### src/assert_macros.svh
// Assertion macros shared by the tile map vertex generator modules.
`ifndef ASSERT_MACROS_SVH
`define ASSERT_MACROS_SVH

// Clocked assertion on clk, disabled while arst_n is low.
`define ASSERT_CLK(label, prop, msg) \
	label: assert property (@(posedge clk) disable iff (!arst_n) (prop)) \
		else $error(msg);

// Condition that must never be true on any clock edge.
`define ASSERT_NEVER(label, expr, msg) \
	`ASSERT_CLK(label, !(expr), msg)

`endif

### src/tmvg_pkg.sv
// Shared types, constants and helper functions of the tile map vertex generator.
package tmvg_pkg;

	// Parameter defaults
	localparam int unsigned DEF_MAX_MAP_TILES_ACROSS = 256;
	localparam int unsigned DEF_MAX_MAP_TILES_DOWN   = 256;
	localparam int unsigned DEF_TILE_INDEX_BITS      = 12;

	// Field widths
	localparam int unsigned CFG_W     = 9;
	localparam int unsigned CFG_IDX_W = 3;
	localparam int unsigned CORNER_W  = 3;
	localparam int unsigned POS_W     = 17;
	localparam int unsigned TEXU_W    = 17;
	localparam int unsigned TEXV_W    = 21;
	localparam int unsigned OUT_BITS  = CORNER_W + 2 * POS_W + TEXU_W + TEXV_W;
	localparam int unsigned OUT_TDATA_W = ((OUT_BITS + 7) / 8) * 8;

	// Geometry
	localparam int unsigned CORNERS       = 6;
	localparam logic [CORNER_W-1:0] LAST_CORNER = CORNER_W'(CORNERS - 1);
	localparam int unsigned TILE_SIZE_MAX = 256;
	localparam int unsigned TEX_ROW_MAX   = 256;

	// Register reset values
	localparam logic [CFG_W-1:0] RST_TILE_WIDTH  = 9'd16;
	localparam logic [CFG_W-1:0] RST_TILE_HEIGHT = 9'd16;
	localparam logic [CFG_W-1:0] RST_MAP_WIDTH   = 9'd16;
	localparam logic [CFG_W-1:0] RST_MAP_HEIGHT  = 9'd16;
	localparam logic [CFG_W-1:0] RST_TEX_PER_ROW = 9'd8;

	// Register indexes
	typedef enum logic [CFG_IDX_W-1:0] {
		REG_TILE_WIDTH  = 3'd0,
		REG_TILE_HEIGHT = 3'd1,
		REG_MAP_WIDTH   = 3'd2,
		REG_MAP_HEIGHT  = 3'd3,
		REG_TEX_PER_ROW = 3'd4
	} reg_idx_t;

	// Effective (clamped) configuration
	typedef struct packed {
		logic [CFG_W-1:0] tw;
		logic [CFG_W-1:0] th;
		logic [CFG_W-1:0] mw;
		logic [CFG_W-1:0] mh;
		logic [CFG_W-1:0] tpr;
	} cfg_t;

	// Divider status
	typedef struct packed {
		logic busy;
		logic done;
	} div_stat_t;

	// Zero acts as one, values above hi act as hi.
	function automatic logic [CFG_W-1:0] clamp_cfg(logic [CFG_W-1:0] v, int unsigned hi);
		if (v == '0)
			return CFG_W'(1);
		if (32'(v) > hi)
			return CFG_W'(hi);
		return v;
	endfunction

	// Corner offsets: top-left, top-right, bottom-left, bottom-right, top-right, bottom-left.
	function automatic logic corner_dx(logic [CORNER_W-1:0] k);
		case (k)
			3'd1, 3'd3, 3'd4: return 1'b1;
			default:          return 1'b0;
		endcase
	endfunction

	function automatic logic corner_dy(logic [CORNER_W-1:0] k);
		case (k)
			3'd2, 3'd3, 3'd5: return 1'b1;
			default:          return 1'b0;
		endcase
	endfunction

endpackage

### src/tmvg_div.sv
// Bit-serial restoring divider: tile number by texture tiles per row.
`include "assert_macros.svh"

module tmvg_div #(
	parameter int unsigned TILE_INDEX_BITS = tmvg_pkg::DEF_TILE_INDEX_BITS
) (
	input  logic                          clk,
	input  logic                          arst_n,
	input  logic                          start,
	input  logic [TILE_INDEX_BITS-1:0]    dividend,
	input  logic [tmvg_pkg::CFG_W-1:0]    divisor,
	output logic [TILE_INDEX_BITS-1:0]    quotient,
	output logic [tmvg_pkg::CFG_W-1:0]    remainder,
	output tmvg_pkg::div_stat_t           stat
);
	import tmvg_pkg::*;

	localparam int unsigned CNT_W = $clog2(TILE_INDEX_BITS + 1);

	logic [CFG_W-1:0]           rem_q;
	logic [TILE_INDEX_BITS-1:0] quo_q;
	logic [CNT_W-1:0]           cnt_q;
	logic                       busy_q;
	logic                       done_q;

	logic [CFG_W:0]             trial;
	logic                       fits;
	logic [CFG_W:0]             diff;

	// One quotient bit per cycle
	assign trial = {rem_q, quo_q[TILE_INDEX_BITS-1]};
	assign fits  = (trial >= {1'b0, divisor});
	assign diff  = trial - {1'b0, divisor};

	always_ff @(posedge clk or negedge arst_n) begin
		if (!arst_n) begin
			busy_q <= 1'b0;
			done_q <= 1'b0;
			cnt_q  <= '0;
		end else begin
			done_q <= 1'b0;
			if (start) begin
				busy_q <= 1'b1;
				cnt_q  <= '0;
			end else if (busy_q) begin
				cnt_q <= cnt_q + CNT_W'(1);
				if (cnt_q == CNT_W'(TILE_INDEX_BITS - 1)) begin
					busy_q <= 1'b0;
					done_q <= 1'b1;
				end
			end
		end
	end

	// Datapath: shift dividend out, quotient bits in
	always_ff @(posedge clk) begin
		if (start) begin
			rem_q <= '0;
			quo_q <= dividend;
		end else if (busy_q) begin
			rem_q <= fits ? diff[CFG_W-1:0] : trial[CFG_W-1:0];
			quo_q <= TILE_INDEX_BITS'({quo_q, fits});
		end
	end

	assign quotient  = quo_q;
	assign remainder = rem_q;
	assign stat.busy = busy_q;
	assign stat.done = done_q;

	`ASSERT_NEVER(a_start_while_busy, start && busy_q, "divider started while busy")
	`ASSERT_CLK(a_done_pulse, done_q |=> !done_q, "divider done held more than one cycle")
	`ASSERT_CLK(a_done_after_busy, done_q |-> $past(busy_q) && !busy_q,
		"divider done without a finished run")

endmodule

### src/tmvg_seq.sv
// Sequencer, map counters, shared multiplier and vertex output stage.
`include "assert_macros.svh"

module tmvg_seq #(
	parameter int unsigned MAX_MAP_TILES_ACROSS = tmvg_pkg::DEF_MAX_MAP_TILES_ACROSS,
	parameter int unsigned MAX_MAP_TILES_DOWN   = tmvg_pkg::DEF_MAX_MAP_TILES_DOWN,
	parameter int unsigned TILE_INDEX_BITS      = tmvg_pkg::DEF_TILE_INDEX_BITS
) (
	input  logic                           clk,
	input  logic                           arst_n,
	input  tmvg_pkg::cfg_t                 cfg,
	// request side
	input  logic                           in_valid,
	output logic                           in_ready,
	// divider
	output logic                           div_start,
	input  tmvg_pkg::div_stat_t            div_stat,
	input  logic [TILE_INDEX_BITS-1:0]     div_quo,
	input  logic [tmvg_pkg::CFG_W-1:0]     div_rem,
	// result side
	output logic                           out_valid,
	input  logic                           out_ready,
	output logic [tmvg_pkg::CORNER_W-1:0]  corner,
	output logic [tmvg_pkg::POS_W-1:0]     pos_x,
	output logic [tmvg_pkg::POS_W-1:0]     pos_y,
	output logic [tmvg_pkg::TEXU_W-1:0]    tex_u,
	output logic [tmvg_pkg::TEXV_W-1:0]    tex_v,
	output logic                           last_of_tile,
	output logic                           last_of_map
);
	import tmvg_pkg::*;

	localparam int unsigned CWX = (MAX_MAP_TILES_ACROSS > 1) ? $clog2(MAX_MAP_TILES_ACROSS) : 1;
	localparam int unsigned CWY = (MAX_MAP_TILES_DOWN > 1) ? $clog2(MAX_MAP_TILES_DOWN) : 1;
	localparam int unsigned CW_MAX = (CWX > CWY) ? CWX : CWY;
	localparam int unsigned CMP_W = (CW_MAX + 1 > CFG_W + 1) ? CW_MAX + 1 : CFG_W + 1;
	localparam int unsigned BW0 = (CW_MAX > TILE_INDEX_BITS) ? CW_MAX : TILE_INDEX_BITS;
	localparam int unsigned BW  = (BW0 > CFG_W) ? BW0 : CFG_W;
	localparam int unsigned PW  = CFG_W + BW;

	typedef enum logic [3:0] {
		S_IDLE = 4'b0001,
		S_DIV  = 4'b0010,
		S_MUL  = 4'b0100,
		S_EMIT = 4'b1000
	} state_t;

	typedef enum logic [1:0] {
		M_POS_X = 2'd0,
		M_POS_Y = 2'd1,
		M_TEX_U = 2'd2,
		M_TEX_V = 2'd3
	} mul_sel_t;

	state_t             state_q;
	mul_sel_t           mul_q;
	logic [CWX-1:0]     col_q;
	logic [CWY-1:0]     row_q;
	logic [CORNER_W-1:0] corner_q;
	logic [POS_W-1:0]   base_x_q;
	logic [POS_W-1:0]   base_y_q;
	logic [TEXU_W-1:0]  base_u_q;
	logic [TEXV_W-1:0]  base_v_q;

	logic               in_fire;
	logic               out_fire;
	logic [CFG_W-1:0]   mul_a;
	logic [BW-1:0]      mul_b;
	logic [PW-1:0]      prod;
	logic [CMP_W-1:0]   col_next;
	logic [CMP_W-1:0]   row_next;
	logic               col_wrap;
	logic               row_wrap;
	logic               map_end;
	logic [CFG_W-1:0]   dx;
	logic [CFG_W-1:0]   dy;

	assign in_ready  = (state_q == S_IDLE);
	assign out_valid = (state_q == S_EMIT);
	assign in_fire   = in_valid && in_ready;
	assign out_fire  = out_valid && out_ready;
	assign div_start = in_fire;

	// Map position checks
	assign col_next = CMP_W'(col_q) + CMP_W'(1);
	assign row_next = CMP_W'(row_q) + CMP_W'(1);
	assign col_wrap = (col_next >= CMP_W'(cfg.mw));
	assign row_wrap = (row_next >= CMP_W'(cfg.mh));
	assign map_end  = col_wrap && row_wrap;

	// Shared multiplier operand select
	always_comb begin
		case (mul_q)
			M_POS_X: begin
				mul_a = cfg.tw;
				mul_b = BW'(col_q);
			end
			M_POS_Y: begin
				mul_a = cfg.th;
				mul_b = BW'(row_q);
			end
			M_TEX_U: begin
				mul_a = cfg.tw;
				mul_b = BW'(div_rem);
			end
			M_TEX_V: begin
				mul_a = cfg.th;
				mul_b = BW'(div_quo);
			end
			default: begin
				mul_a = '0;
				mul_b = '0;
			end
		endcase
	end

	assign prod = PW'(mul_a) * PW'(mul_b);

	// Sequencer and counters
	always_ff @(posedge clk or negedge arst_n) begin
		if (!arst_n) begin
			state_q  <= S_IDLE;
			mul_q    <= M_POS_X;
			corner_q <= '0;
			col_q    <= '0;
			row_q    <= '0;
		end else begin
			case (state_q)
				S_IDLE: begin
					if (in_fire)
						state_q <= S_DIV;
				end
				S_DIV: begin
					if (div_stat.done) begin
						state_q <= S_MUL;
						mul_q   <= M_POS_X;
					end
				end
				S_MUL: begin
					if (mul_q == M_TEX_V) begin
						state_q  <= S_EMIT;
						corner_q <= '0;
					end else begin
						mul_q <= mul_sel_t'(mul_q + 2'd1);
					end
				end
				S_EMIT: begin
					if (out_fire) begin
						if (corner_q == LAST_CORNER) begin
							state_q <= S_IDLE;
							// step column, then row on wrap
							if (col_wrap) begin
								col_q <= '0;
								row_q <= row_wrap ? '0 : CWY'(row_next);
							end else begin
								col_q <= CWX'(col_next);
							end
						end else begin
							corner_q <= corner_q + CORNER_W'(1);
						end
					end
				end
				default: state_q <= S_IDLE;
			endcase
		end
	end

	// Base coordinates from the shared multiplier
	always_ff @(posedge clk) begin
		if (state_q == S_MUL) begin
			case (mul_q)
				M_POS_X: base_x_q <= POS_W'(prod);
				M_POS_Y: base_y_q <= POS_W'(prod);
				M_TEX_U: base_u_q <= TEXU_W'(prod);
				M_TEX_V: base_v_q <= TEXV_W'(prod);
				default: ;
			endcase
		end
	end

	// Vertex fields for the current corner
	assign dx = corner_dx(corner_q) ? cfg.tw : '0;
	assign dy = corner_dy(corner_q) ? cfg.th : '0;

	assign corner       = corner_q;
	assign pos_x        = base_x_q + POS_W'(dx);
	assign pos_y        = base_y_q + POS_W'(dy);
	assign tex_u        = base_u_q + TEXU_W'(dx);
	assign tex_v        = base_v_q + TEXV_W'(dy);
	assign last_of_tile = (corner_q == LAST_CORNER);
	assign last_of_map  = (corner_q == LAST_CORNER) && map_end;

	`ASSERT_CLK(a_corner_range, out_valid |-> (corner_q <= LAST_CORNER),
		"corner beyond last vertex")
	`ASSERT_NEVER(a_div_done_idle, div_stat.done && (state_q != S_DIV),
		"divider finished outside the divide step")
	`ASSERT_CLK(a_tile_end_idle, (out_fire && last_of_tile) |=> in_ready,
		"not ready after the last vertex of a tile")
	`ASSERT_CLK(a_corner_step, (out_fire && !last_of_tile) |=>
		(corner_q == $past(corner_q) + CORNER_W'(1)) && out_valid,
		"corner did not advance after a taken vertex")

endmodule

### src/tile_map_vertex_generator_top.sv
// Top level of the tile map vertex generator: ports, configuration registers, units.
//
// Each accepted tile number yields six vertices (two triangles, corners top-left, top-right,
// bottom-left, bottom-right, top-right, bottom-left) in row-major map order. The texture cell
// comes from a bit-serial divider that resolves one quotient bit per cycle, the four base
// coordinates then go one per cycle through a single shared multiplier, and the six vertices
// leave one per cycle while the output is not stalled. s_axis_tready is low until the sixth
// vertex has been taken.
// Configuration is taken on every cycle; write it only while no tile is in flight.

module tile_map_vertex_generator_top #(
	parameter int unsigned MAX_MAP_TILES_ACROSS = tmvg_pkg::DEF_MAX_MAP_TILES_ACROSS,
	parameter int unsigned MAX_MAP_TILES_DOWN   = tmvg_pkg::DEF_MAX_MAP_TILES_DOWN,
	parameter int unsigned TILE_INDEX_BITS      = tmvg_pkg::DEF_TILE_INDEX_BITS
) (
	input  logic                                    clk,
	input  logic                                    arst_n,
	// configuration writes
	input  logic                                    cfg_valid,
	output logic                                    cfg_ready,
	input  logic [tmvg_pkg::CFG_IDX_W-1:0]          cfg_index,
	input  logic [tmvg_pkg::CFG_W-1:0]              cfg_data,
	// tile number requests
	input  logic                                    s_axis_tvalid,
	output logic                                    s_axis_tready,
	input  logic [((TILE_INDEX_BITS+7)/8)*8-1:0]    s_axis_tdata,  // tile_number
	// vertices
	output logic                                    m_axis_tvalid,
	input  logic                                    m_axis_tready,
	// corner, pos_x, pos_y, tex_u, tex_v, zero fill
	output logic [tmvg_pkg::OUT_TDATA_W-1:0]        m_axis_tdata,
	output logic                                    m_axis_tlast,  // last_of_tile
	output logic                                    m_axis_tuser   // last_of_map
);
	import tmvg_pkg::*;

	logic [CFG_W-1:0] tile_width_q;
	logic [CFG_W-1:0] tile_height_q;
	logic [CFG_W-1:0] map_width_q;
	logic [CFG_W-1:0] map_height_q;
	logic [CFG_W-1:0] tex_per_row_q;

	cfg_t                       cfg;
	logic                       div_start;
	div_stat_t                  div_stat;
	logic [TILE_INDEX_BITS-1:0] div_quo;
	logic [CFG_W-1:0]           div_rem;

	logic [CORNER_W-1:0] corner;
	logic [POS_W-1:0]    pos_x;
	logic [POS_W-1:0]    pos_y;
	logic [TEXU_W-1:0]   tex_u;
	logic [TEXV_W-1:0]   tex_v;

	// Configuration registers; unknown indexes are dropped
	assign cfg_ready = 1'b1;

	always_ff @(posedge clk or negedge arst_n) begin
		if (!arst_n) begin
			tile_width_q  <= RST_TILE_WIDTH;
			tile_height_q <= RST_TILE_HEIGHT;
			map_width_q   <= RST_MAP_WIDTH;
			map_height_q  <= RST_MAP_HEIGHT;
			tex_per_row_q <= RST_TEX_PER_ROW;
		end else if (cfg_valid && cfg_ready) begin
			case (cfg_index)
				REG_TILE_WIDTH:  tile_width_q  <= cfg_data;
				REG_TILE_HEIGHT: tile_height_q <= cfg_data;
				REG_MAP_WIDTH:   map_width_q   <= cfg_data;
				REG_MAP_HEIGHT:  map_height_q  <= cfg_data;
				REG_TEX_PER_ROW: tex_per_row_q <= cfg_data;
				default: ;
			endcase
		end
	end

	// Effective values
	assign cfg.tw  = clamp_cfg(tile_width_q, TILE_SIZE_MAX);
	assign cfg.th  = clamp_cfg(tile_height_q, TILE_SIZE_MAX);
	assign cfg.mw  = clamp_cfg(map_width_q, MAX_MAP_TILES_ACROSS);
	assign cfg.mh  = clamp_cfg(map_height_q, MAX_MAP_TILES_DOWN);
	assign cfg.tpr = clamp_cfg(tex_per_row_q, TEX_ROW_MAX);

	tmvg_div #(
		.TILE_INDEX_BITS (TILE_INDEX_BITS)
	) u_div (
		.clk       (clk),
		.arst_n    (arst_n),
		.start     (div_start),
		.dividend  (s_axis_tdata[TILE_INDEX_BITS-1:0]),
		.divisor   (cfg.tpr),
		.quotient  (div_quo),
		.remainder (div_rem),
		.stat      (div_stat)
	);

	tmvg_seq #(
		.MAX_MAP_TILES_ACROSS (MAX_MAP_TILES_ACROSS),
		.MAX_MAP_TILES_DOWN   (MAX_MAP_TILES_DOWN),
		.TILE_INDEX_BITS      (TILE_INDEX_BITS)
	) u_seq (
		.clk          (clk),
		.arst_n       (arst_n),
		.cfg          (cfg),
		.in_valid     (s_axis_tvalid),
		.in_ready     (s_axis_tready),
		.div_start    (div_start),
		.div_stat     (div_stat),
		.div_quo      (div_quo),
		.div_rem      (div_rem),
		.out_valid    (m_axis_tvalid),
		.out_ready    (m_axis_tready),
		.corner       (corner),
		.pos_x        (pos_x),
		.pos_y        (pos_y),
		.tex_u        (tex_u),
		.tex_v        (tex_v),
		.last_of_tile (m_axis_tlast),
		.last_of_map  (m_axis_tuser)
	);

	// Pack vertex fields, lowest field first
	assign m_axis_tdata = OUT_TDATA_W'({tex_v, tex_u, pos_y, pos_x, corner});

endmodule

### config.mk
export PLATFORM = sky130hd
export DESIGN_NAME = tile_map_vertex_generator_top
export DESIGN_NICKNAME = d
export VERILOG_FILES = /design/src/tmvg_pkg.sv /design/src/tmvg_div.sv /design/src/tmvg_seq.sv /design/src/tile_map_vertex_generator_top.sv
export VERILOG_INCLUDE_DIRS = /design/src /design/src/src
export SDC_FILE = /design/constraint.sdc
export NUM_CORES = 1
export LEC_CHECK = 0
export ABC_AREA = 1
export BUFFER_PORTS_ARGS = -buffer_cell sky130_fd_sc_hd__buf_2
export CORE_UTILIZATION = 40
export CTS_CLUSTER_DIAMETER = 40
export DETAILED_ROUTE_END_ITERATION = 8
export GPL_TIMING_DRIVEN = 0
export PLACE_DENSITY_LB_ADDON = 0.1
export SYNTH_ARGS = -nofsm -noshare
export SYNTH_HDL_FRONTEND = slang
export SYNTH_SLANG_ARGS = --single-unit
export TNS_END_PERCENT = 100
### constraint.sdc
create_clock -name clk -period 6.99 [get_ports clk]
set_clock_uncertainty 0.15 [all_clocks]
set_input_delay 2.097 -clock clk [delete_from_list [all_inputs] [get_ports clk]]
set_output_delay 2.097 -clock clk [all_outputs]
set_load 0.02 [all_outputs]
# [Word level (Yosys, flattened, before mapping)]
# Index checks and enable logic that the tools add are counted.
[totals] elab_cells=161 regBits=169 output_inout_bits=85 in_bits=33
[classes] addsub=10 eq_ne=24 magnitude_cmp=8 multipliers=1 muxes=67 reduce_logical=32
[ops] op="$mux W9" count=23
[ops] op="$add A17 B9 Y17" count=3
[ops] op="$pmux W12 S4" count=1
[ops] op="$gt A9 B9 Y1 const B" count=5
[ops] op="$logic_not A9 Y1" count=5
[ops] op="$ge A10 B9 Y1" count=3
[ops] op="$mux W4" count=7
[ops] op="$mux W12" count=2
[ops] op="$mux W1" count=23
[ops] op="$add A21 B9 Y21" count=1
[ops] op="$mul A9 B12 Y21" count=1
[ops] op="$add A8 B1 Y9 const B" count=2
[ops] op="$pmux W9 S2" count=1
[ops] op="$reduce_and A2 Y1" count=9
[ops] op="$mux W8" count=2
[ops] op="$pmux W4 S4" count=1
[ops] op="$eq A3 B2 Y1 const B" count=4
[ops] op="$ne A2 B2 Y1 const B" count=6
[ops] op="$eq A3 B3 Y1 const B" count=3
[ops] op="$mux W3" count=3
[ops] op="$sub A9 B9 Y9" count=1
[ops] op="$eq A4 B4 Y1 const B" count=2
[ops] op="$reduce_and A4 Y1" count=2
[ops] op="$eq A3 B1 Y1 const B" count=2
[ops] op="20 further kinds" count=30

# [Longest topological paths before layout]
[depth] word_depth=8 ltp_mapped=28 ltp_nobuf=27

# [Modules after synthesis]
# Synthesis repeated with hierarchy kept, for this count alone.
[unflattened] cells_unflattened=2045 hier_area_um2=15105.7
[by_module_without_submodules] mod="tmvg_seq" instances=1 area_each_um2=10966.8 seq_area_each_um2=2788.9 cells_each=1498
[by_module_without_submodules] mod="tile_map_vertex_generator_top" instances=1 area_each_um2=2404.8 seq_area_each_um2=1132.3 cells_each=303
[by_module_without_submodules] mod="tmvg_div" instances=1 area_each_um2=1734.2 seq_area_each_um2=690.7 cells_each=244

# [Worst setup path before layout]
# No wires, ideal clock.
[synth_path] path_kind="register to register" startpoint="register u_seq.mul_q[1]" endpoint="register u_seq.base_u_q[16] (data pin)" path_slack_ns=1.901 path_buffers=3 setup_ns=0.265 path_stages_with_launch=25 period_less_slack_ns=5.089 required_ns=6.575 arrival_ns=4.674 path_cell_list="dfrtp_1 > inv_1 > ha_1 > buf_6 > nor2_4 > buf_8 > nand2_1 > o22ai_2 > buf_6 > nand2_1 > fa_1 > inv_1 > fa_1 > inv_1 > fa_1 > fa_1 > inv_1 > ha_1 > a21oi_1 > nand2_1 > nand2_1 > nand3_1 > nand2_1 > a21o_1 > nand2_1"
[synth_via] elab_chain_cells=4 word_cells_on_any_way=9 cone_classes="1 x mul; 3 x eq/ne; 2 x mux; 3 x reduce/logical"
[synth_lines] element="from (decl)" line="tmvg_seq.sv:56" text="mul_sel_t mul_q;"
[synth_lines] element="from (signal assigned)" line="tmvg_seq.sv:144" text="mul_q <= mul_sel_t'(mul_q + 2'd1);"
[synth_lines] element="$eq A2 B1 Y1 (tied with other cells)" line="tmvg_seq.sv:93" text="case (mul_q)"
[synth_lines] element="$reduce_or A2 Y1 (no source line)"
[synth_lines] element="$pmux W9 S2" line="tmvg_seq.sv:93"
[synth_lines] element="$mul A9 B12 Y21 *" line="tmvg_seq.sv:117" text="assign prod = PW'(mul_a) * PW'(mul_b);"
[synth_lines] element="net u_seq.prod[16]" line="tmvg_seq.sv:69" text="logic [PW-1:0] prod;"
[synth_lines] element="to (signal assigned)" line="tmvg_seq.sv:174" text="M_TEX_U: base_u_q <= TEXU_W'(prod);"
[synth_lines] element="to (decl)" line="tmvg_seq.sv:62" text="logic [TEXU_W-1:0] base_u_q;"
# The timed path passes the listed nets; every way through them passes the cells marked *.
# A chain may end at the register's enable or synchronous reset.

# [Worst setup path in the final report]
[layout_path] startpoint="register u_seq.mul_q[0]" endpoint="register u_seq.base_y_q[14] (data pin)"
[layout_via] elab_chain_cells=4 word_cells_on_any_way=9 cone_classes="1 x mul; 3 x eq/ne; 2 x mux; 3 x reduce/logical"
[layout_lines] element="$eq A2 B1 Y1 (tied with other cells)" line="tmvg_seq.sv:93"
[layout_lines] element="$reduce_or A2 Y1 (no source line)"
[layout_lines] element="$pmux W9 S2" line="tmvg_seq.sv:93"
[layout_lines] element="$mul A9 B12 Y21 *" line="tmvg_seq.sv:117"
[layout_lines] element="net u_seq.prod[14]" line="tmvg_seq.sv:69"
[layout_lines] element="to (signal assigned)" line="tmvg_seq.sv:173" text="M_POS_Y: base_y_q <= POS_W'(prod);"
[layout_lines] element="to (decl)" line="tmvg_seq.sv:61" text="logic [POS_W-1:0] base_y_q;"
# Marks and branches as above.

==> metrics.md <==
| Metric | Value |
|---|---|
| Fin crit share | `around 86%` |
| Via count | `approximately 13000` |
| Num CTS Buffers | `17` |
| GRT Total Usage | `between 20% and 30%` |
| CP endpoint kind | `register` |
| Slew margin rel. | `between 30% and 40%` |
| Clk sinks | `169` |
| Setup repair bufs after CTS | `0` |
| Area growth, synth to finish | `12.3%` |
| DR iter-0 viols | `roughly 660` |
| Worst-skew pair later-pin latency | `around 450 ps` |
| Worst Path Arrival | `between 5000 and 6000 ps` |
| Std-Cell Rows | `69` |
| Die area | `between 30000 and 40000 µm²` |
| Final net count | `approximately 2300` |
| Number of buffers inserted by port buffering | `~110` |
| Die Width | `about 190 µm` |
| FILL cells | `about 3600` |
| First-pass GRT wire length | `between 60000 and 70000 µm` |
| Hold Fails Final Rpt | `0` |
| Post-synth EDFFs | `84` |
| Routed WL | `39400 µm` |
| Post-layout min period | `5980 ps` |
| Vias/cell | `between 4 and 5` |
| Diodes inserted | `0` |
| Max frequency | `roughly 0.17 GHz` |
| Hold slack | `~330 ps` |
| Final setup margin | `approximately 1000 ps` |
| IO Pins | `118` |
| Drt first pass iters | `6` |
| Register bit total from synthesis | `169` |
| FFs w/ async S/R, synth | `45.0%` |
| Startpoint types | `register` |
| Main area contributors after synthesis | `edfxtp_1, nand2_1, dfrtp_1` |
| Synth area leader | `edfxtp_1` |
| Required time worst endpoint | `between 6000 and 7000 ps` |
| Finished Cell Area | `~17000 µm²` |
| Max rail drop VDD | `approximately 0.54 mV` |
| Share of cells above drive strength 1 | `between 10% and 20%` |
| Register area share after synthesis | `31.3%` |
| Cts hold-fix bufs | `0` |
| Max Cap Viol | `0` |
| Vias in the first global route | `12400` |
| Post-cts sizing count | `0` |
| DP Wirelength | `between 30000 and 40000 µm` |
| Syn. warnings | `0` |
| Initial antenna violation count | `0` |
| GPL Wtd Cong | `a little under 0.9` |
| Hold Crit Class | `reg2reg` |
| Post-synth top area share | `roughly 17%` |
| CP max FO | `10` |
| H-tree depth | `4` |
| Setup violations, final | `0` |
| Type of the worst setup path | `reg2reg` |
| Core Region | `35900 µm²` |
| DR DRC count | `0` |
| Leak | `around 8.7 nW` |
| Worst Tran Pin Value | `about 950 ps` |
| Synth Area per Inst | `~7.6 µm²` |
| Clock root buffer | `clkbuf_16` |
| Synth unique cells | `50` |
| Status | `finished clean` |
| Die height | `between 150 and 200 µm` |
| Syn Std Cell Area | `14700 µm²` |
| Place WS | `just over 1000 ps` |
| Placed inst area | `approximately 16000 µm²` |
| Synth Flop Type | `edfxtp_1` |
| CTS clk-pin slew, worst paths | `around 70 ps` |
| Largest net degree at the start of global routing | `58` |
| Mapped Cells | `about 1900` |
| Sum Neg Setup Slack | `0 ps` |
| Deepest clock path buffer count | `2` |
| RSZ-0062 raised after global routing | `no` |
| Detail Route Antenna Nets | `0` |
| Per-cell routed wire length | `around 15 µm` |
| Grt ovf | `0` |
| Initial Utilization | `around 41%` |
| Power Density | `roughly 550 nW/µm²` |
| Fin. max-slew vios | `0` |
| CTS tree | `built` |
[per-layer routing]
layer | global-route usage, % | routed length, µm | vias to the layer above
met5 | 0 | 0 | -
met4 | 7.00 | 965 | 0
met3 | 2.38 | 1100 | 53
met2 | 37.4 | 18800 | 248
met1 | 28.5 | 18500 | 5830
li1 | - | - | 6380
[per-stage QoR]
stage	cells	utilization [%]	total power [mW]
detailed placement	2509	44.4	8.26
CTS	2541	46.0	9.24
global route	2541	46.0	10.1
global placement	2505	44.1	8.19
floorplan	1937	-	6.27
finish	2541	46.0	9.16
[cell type report]
cell class                 instances  area [µm²]  share of cell area, %
inverter                         342        1290                   7.79
timing repair buffer             111         623                   3.77
clock buffer                      17         425                   2.57
tap                              461         577                   3.49
buffer                            25         179                   1.08
clock inverter                    15         155                  0.938
sequential                       169        4610                   27.9
multi-input combinational       1401        8670                   52.5
[layout by cell type, fill, tap and decap left out, drive strengths merged, types with 50 or more instances in the layout]
master    n
nand2   577
a21oi    68
buf     131
xor2     50
nor2    184
dfrtp    70
edfxtp   84
inv     349
nand3   134
fa       76
ha      117
o21ai    99
[synth_stat cells, types with 5 or more instances]
cell and number:
nand2_1 564, inv_1 320, nor2_1 175, nand3_1 129
ha_1 117, edfxtp_1 84, o21ai_0 78, fa_1 76
dfrtp_1 70, a21oi_1 67, xor2_1 50, nand4_1 21
inv_2 20, nor3_1 18, nand2_2 11, o21ai_1 11
buf_4 10, dfxtp_1 9, nand3b_1 9, o21ai_2 9
or2_2 9, xnor2_1 8, dfstp_2 6, o211ai_1 6
buf_2 5, clkbuf_1 5, nand3_2 5
[final timing paths]
| check | startpoint | end | slack [ps] | cells after the start |
|---|---|---|---|---|
| setup / recovery | u_seq.mul_q[0]$_DFFE_PN0P_ | u_seq.base_y_q[14]$_DFFE_PP_ | 1010 | 21 |
| hold / removal | u_div.remainder[7]$_SDFFE_PP0P_ | u_div.remainder[7]$_SDFFE_PP0P_ | 330 | 2 |
| setup reg to reg | u_seq.mul_q[0]$_DFFE_PN0P_ | u_seq.base_y_q[14]$_DFFE_PP_ | 1010 | 21 |
| hold reg to reg | u_div.remainder[7]$_SDFFE_PP0P_ | u_div.remainder[7]$_SDFFE_PP0P_ | 330 | 2 |
| max in group asynchronous | arst_n | tile_height_q[4]$_DFFE_PN1P_ | 4640 | 2 |
| min in group asynchronous | arst_n | u_div.cnt_q[2]$_DFFE_PN0P_ | 1410 | 1 |
[power by group]
group | total [mW] | internal [mW] | switching [mW]
clock | 0.943 | 0.476 | 0.467
combinational | 6.08 | 1.84 | 4.23
sequential | 2.14 | 1.97 | 0.163
[flip-flops by register name, summed over array words and instances, names as in the netlist, 2 cells and up]
name and flops:
map_height_q 9, u_seq.row_q 8, u_seq.col_q 8, u_seq.mul_q 2, u_div.quotient 12, u_seq.base_y_q 17, u_seq.state_q 4, u_seq.base_u_q 17
tile_height_q 9, u_seq.corner 3, map_width_q 9, tile_width_q 9, u_div.cnt_q 4, u_div.remainder 9, u_seq.base_x_q 17, u_seq.base_v_q 21
tex_per_row_q 9
[worst max-delay path, stage by stage, from the launching register on]
cell and delay (ps):
dfrtp_1 420, inv_1 110, ha_1 210, buf_4 170
inv_2 70, buf_4 190, nand2_2 90, o22ai_2 350
inv_2 150, a21oi_1 190, fa_1 460, fa_1 470
fa_1 540, inv_1 50, fa_1 560, inv_1 50
ha_1 360, nand2_1 110, nor2_1 180, o21ai_0 110
nand3b_1 100, xor2_1 590
[cell families after synthesis]
logic type	synth area share, %
simple gates	27.3
xor+xnor	3.45
fa+ha+maj	20.3
buf+inv	9.97
compound gates	7.66
other cells	0.0510
flops	31.3
Note: power is estimated with default switching activity, not from simulation.
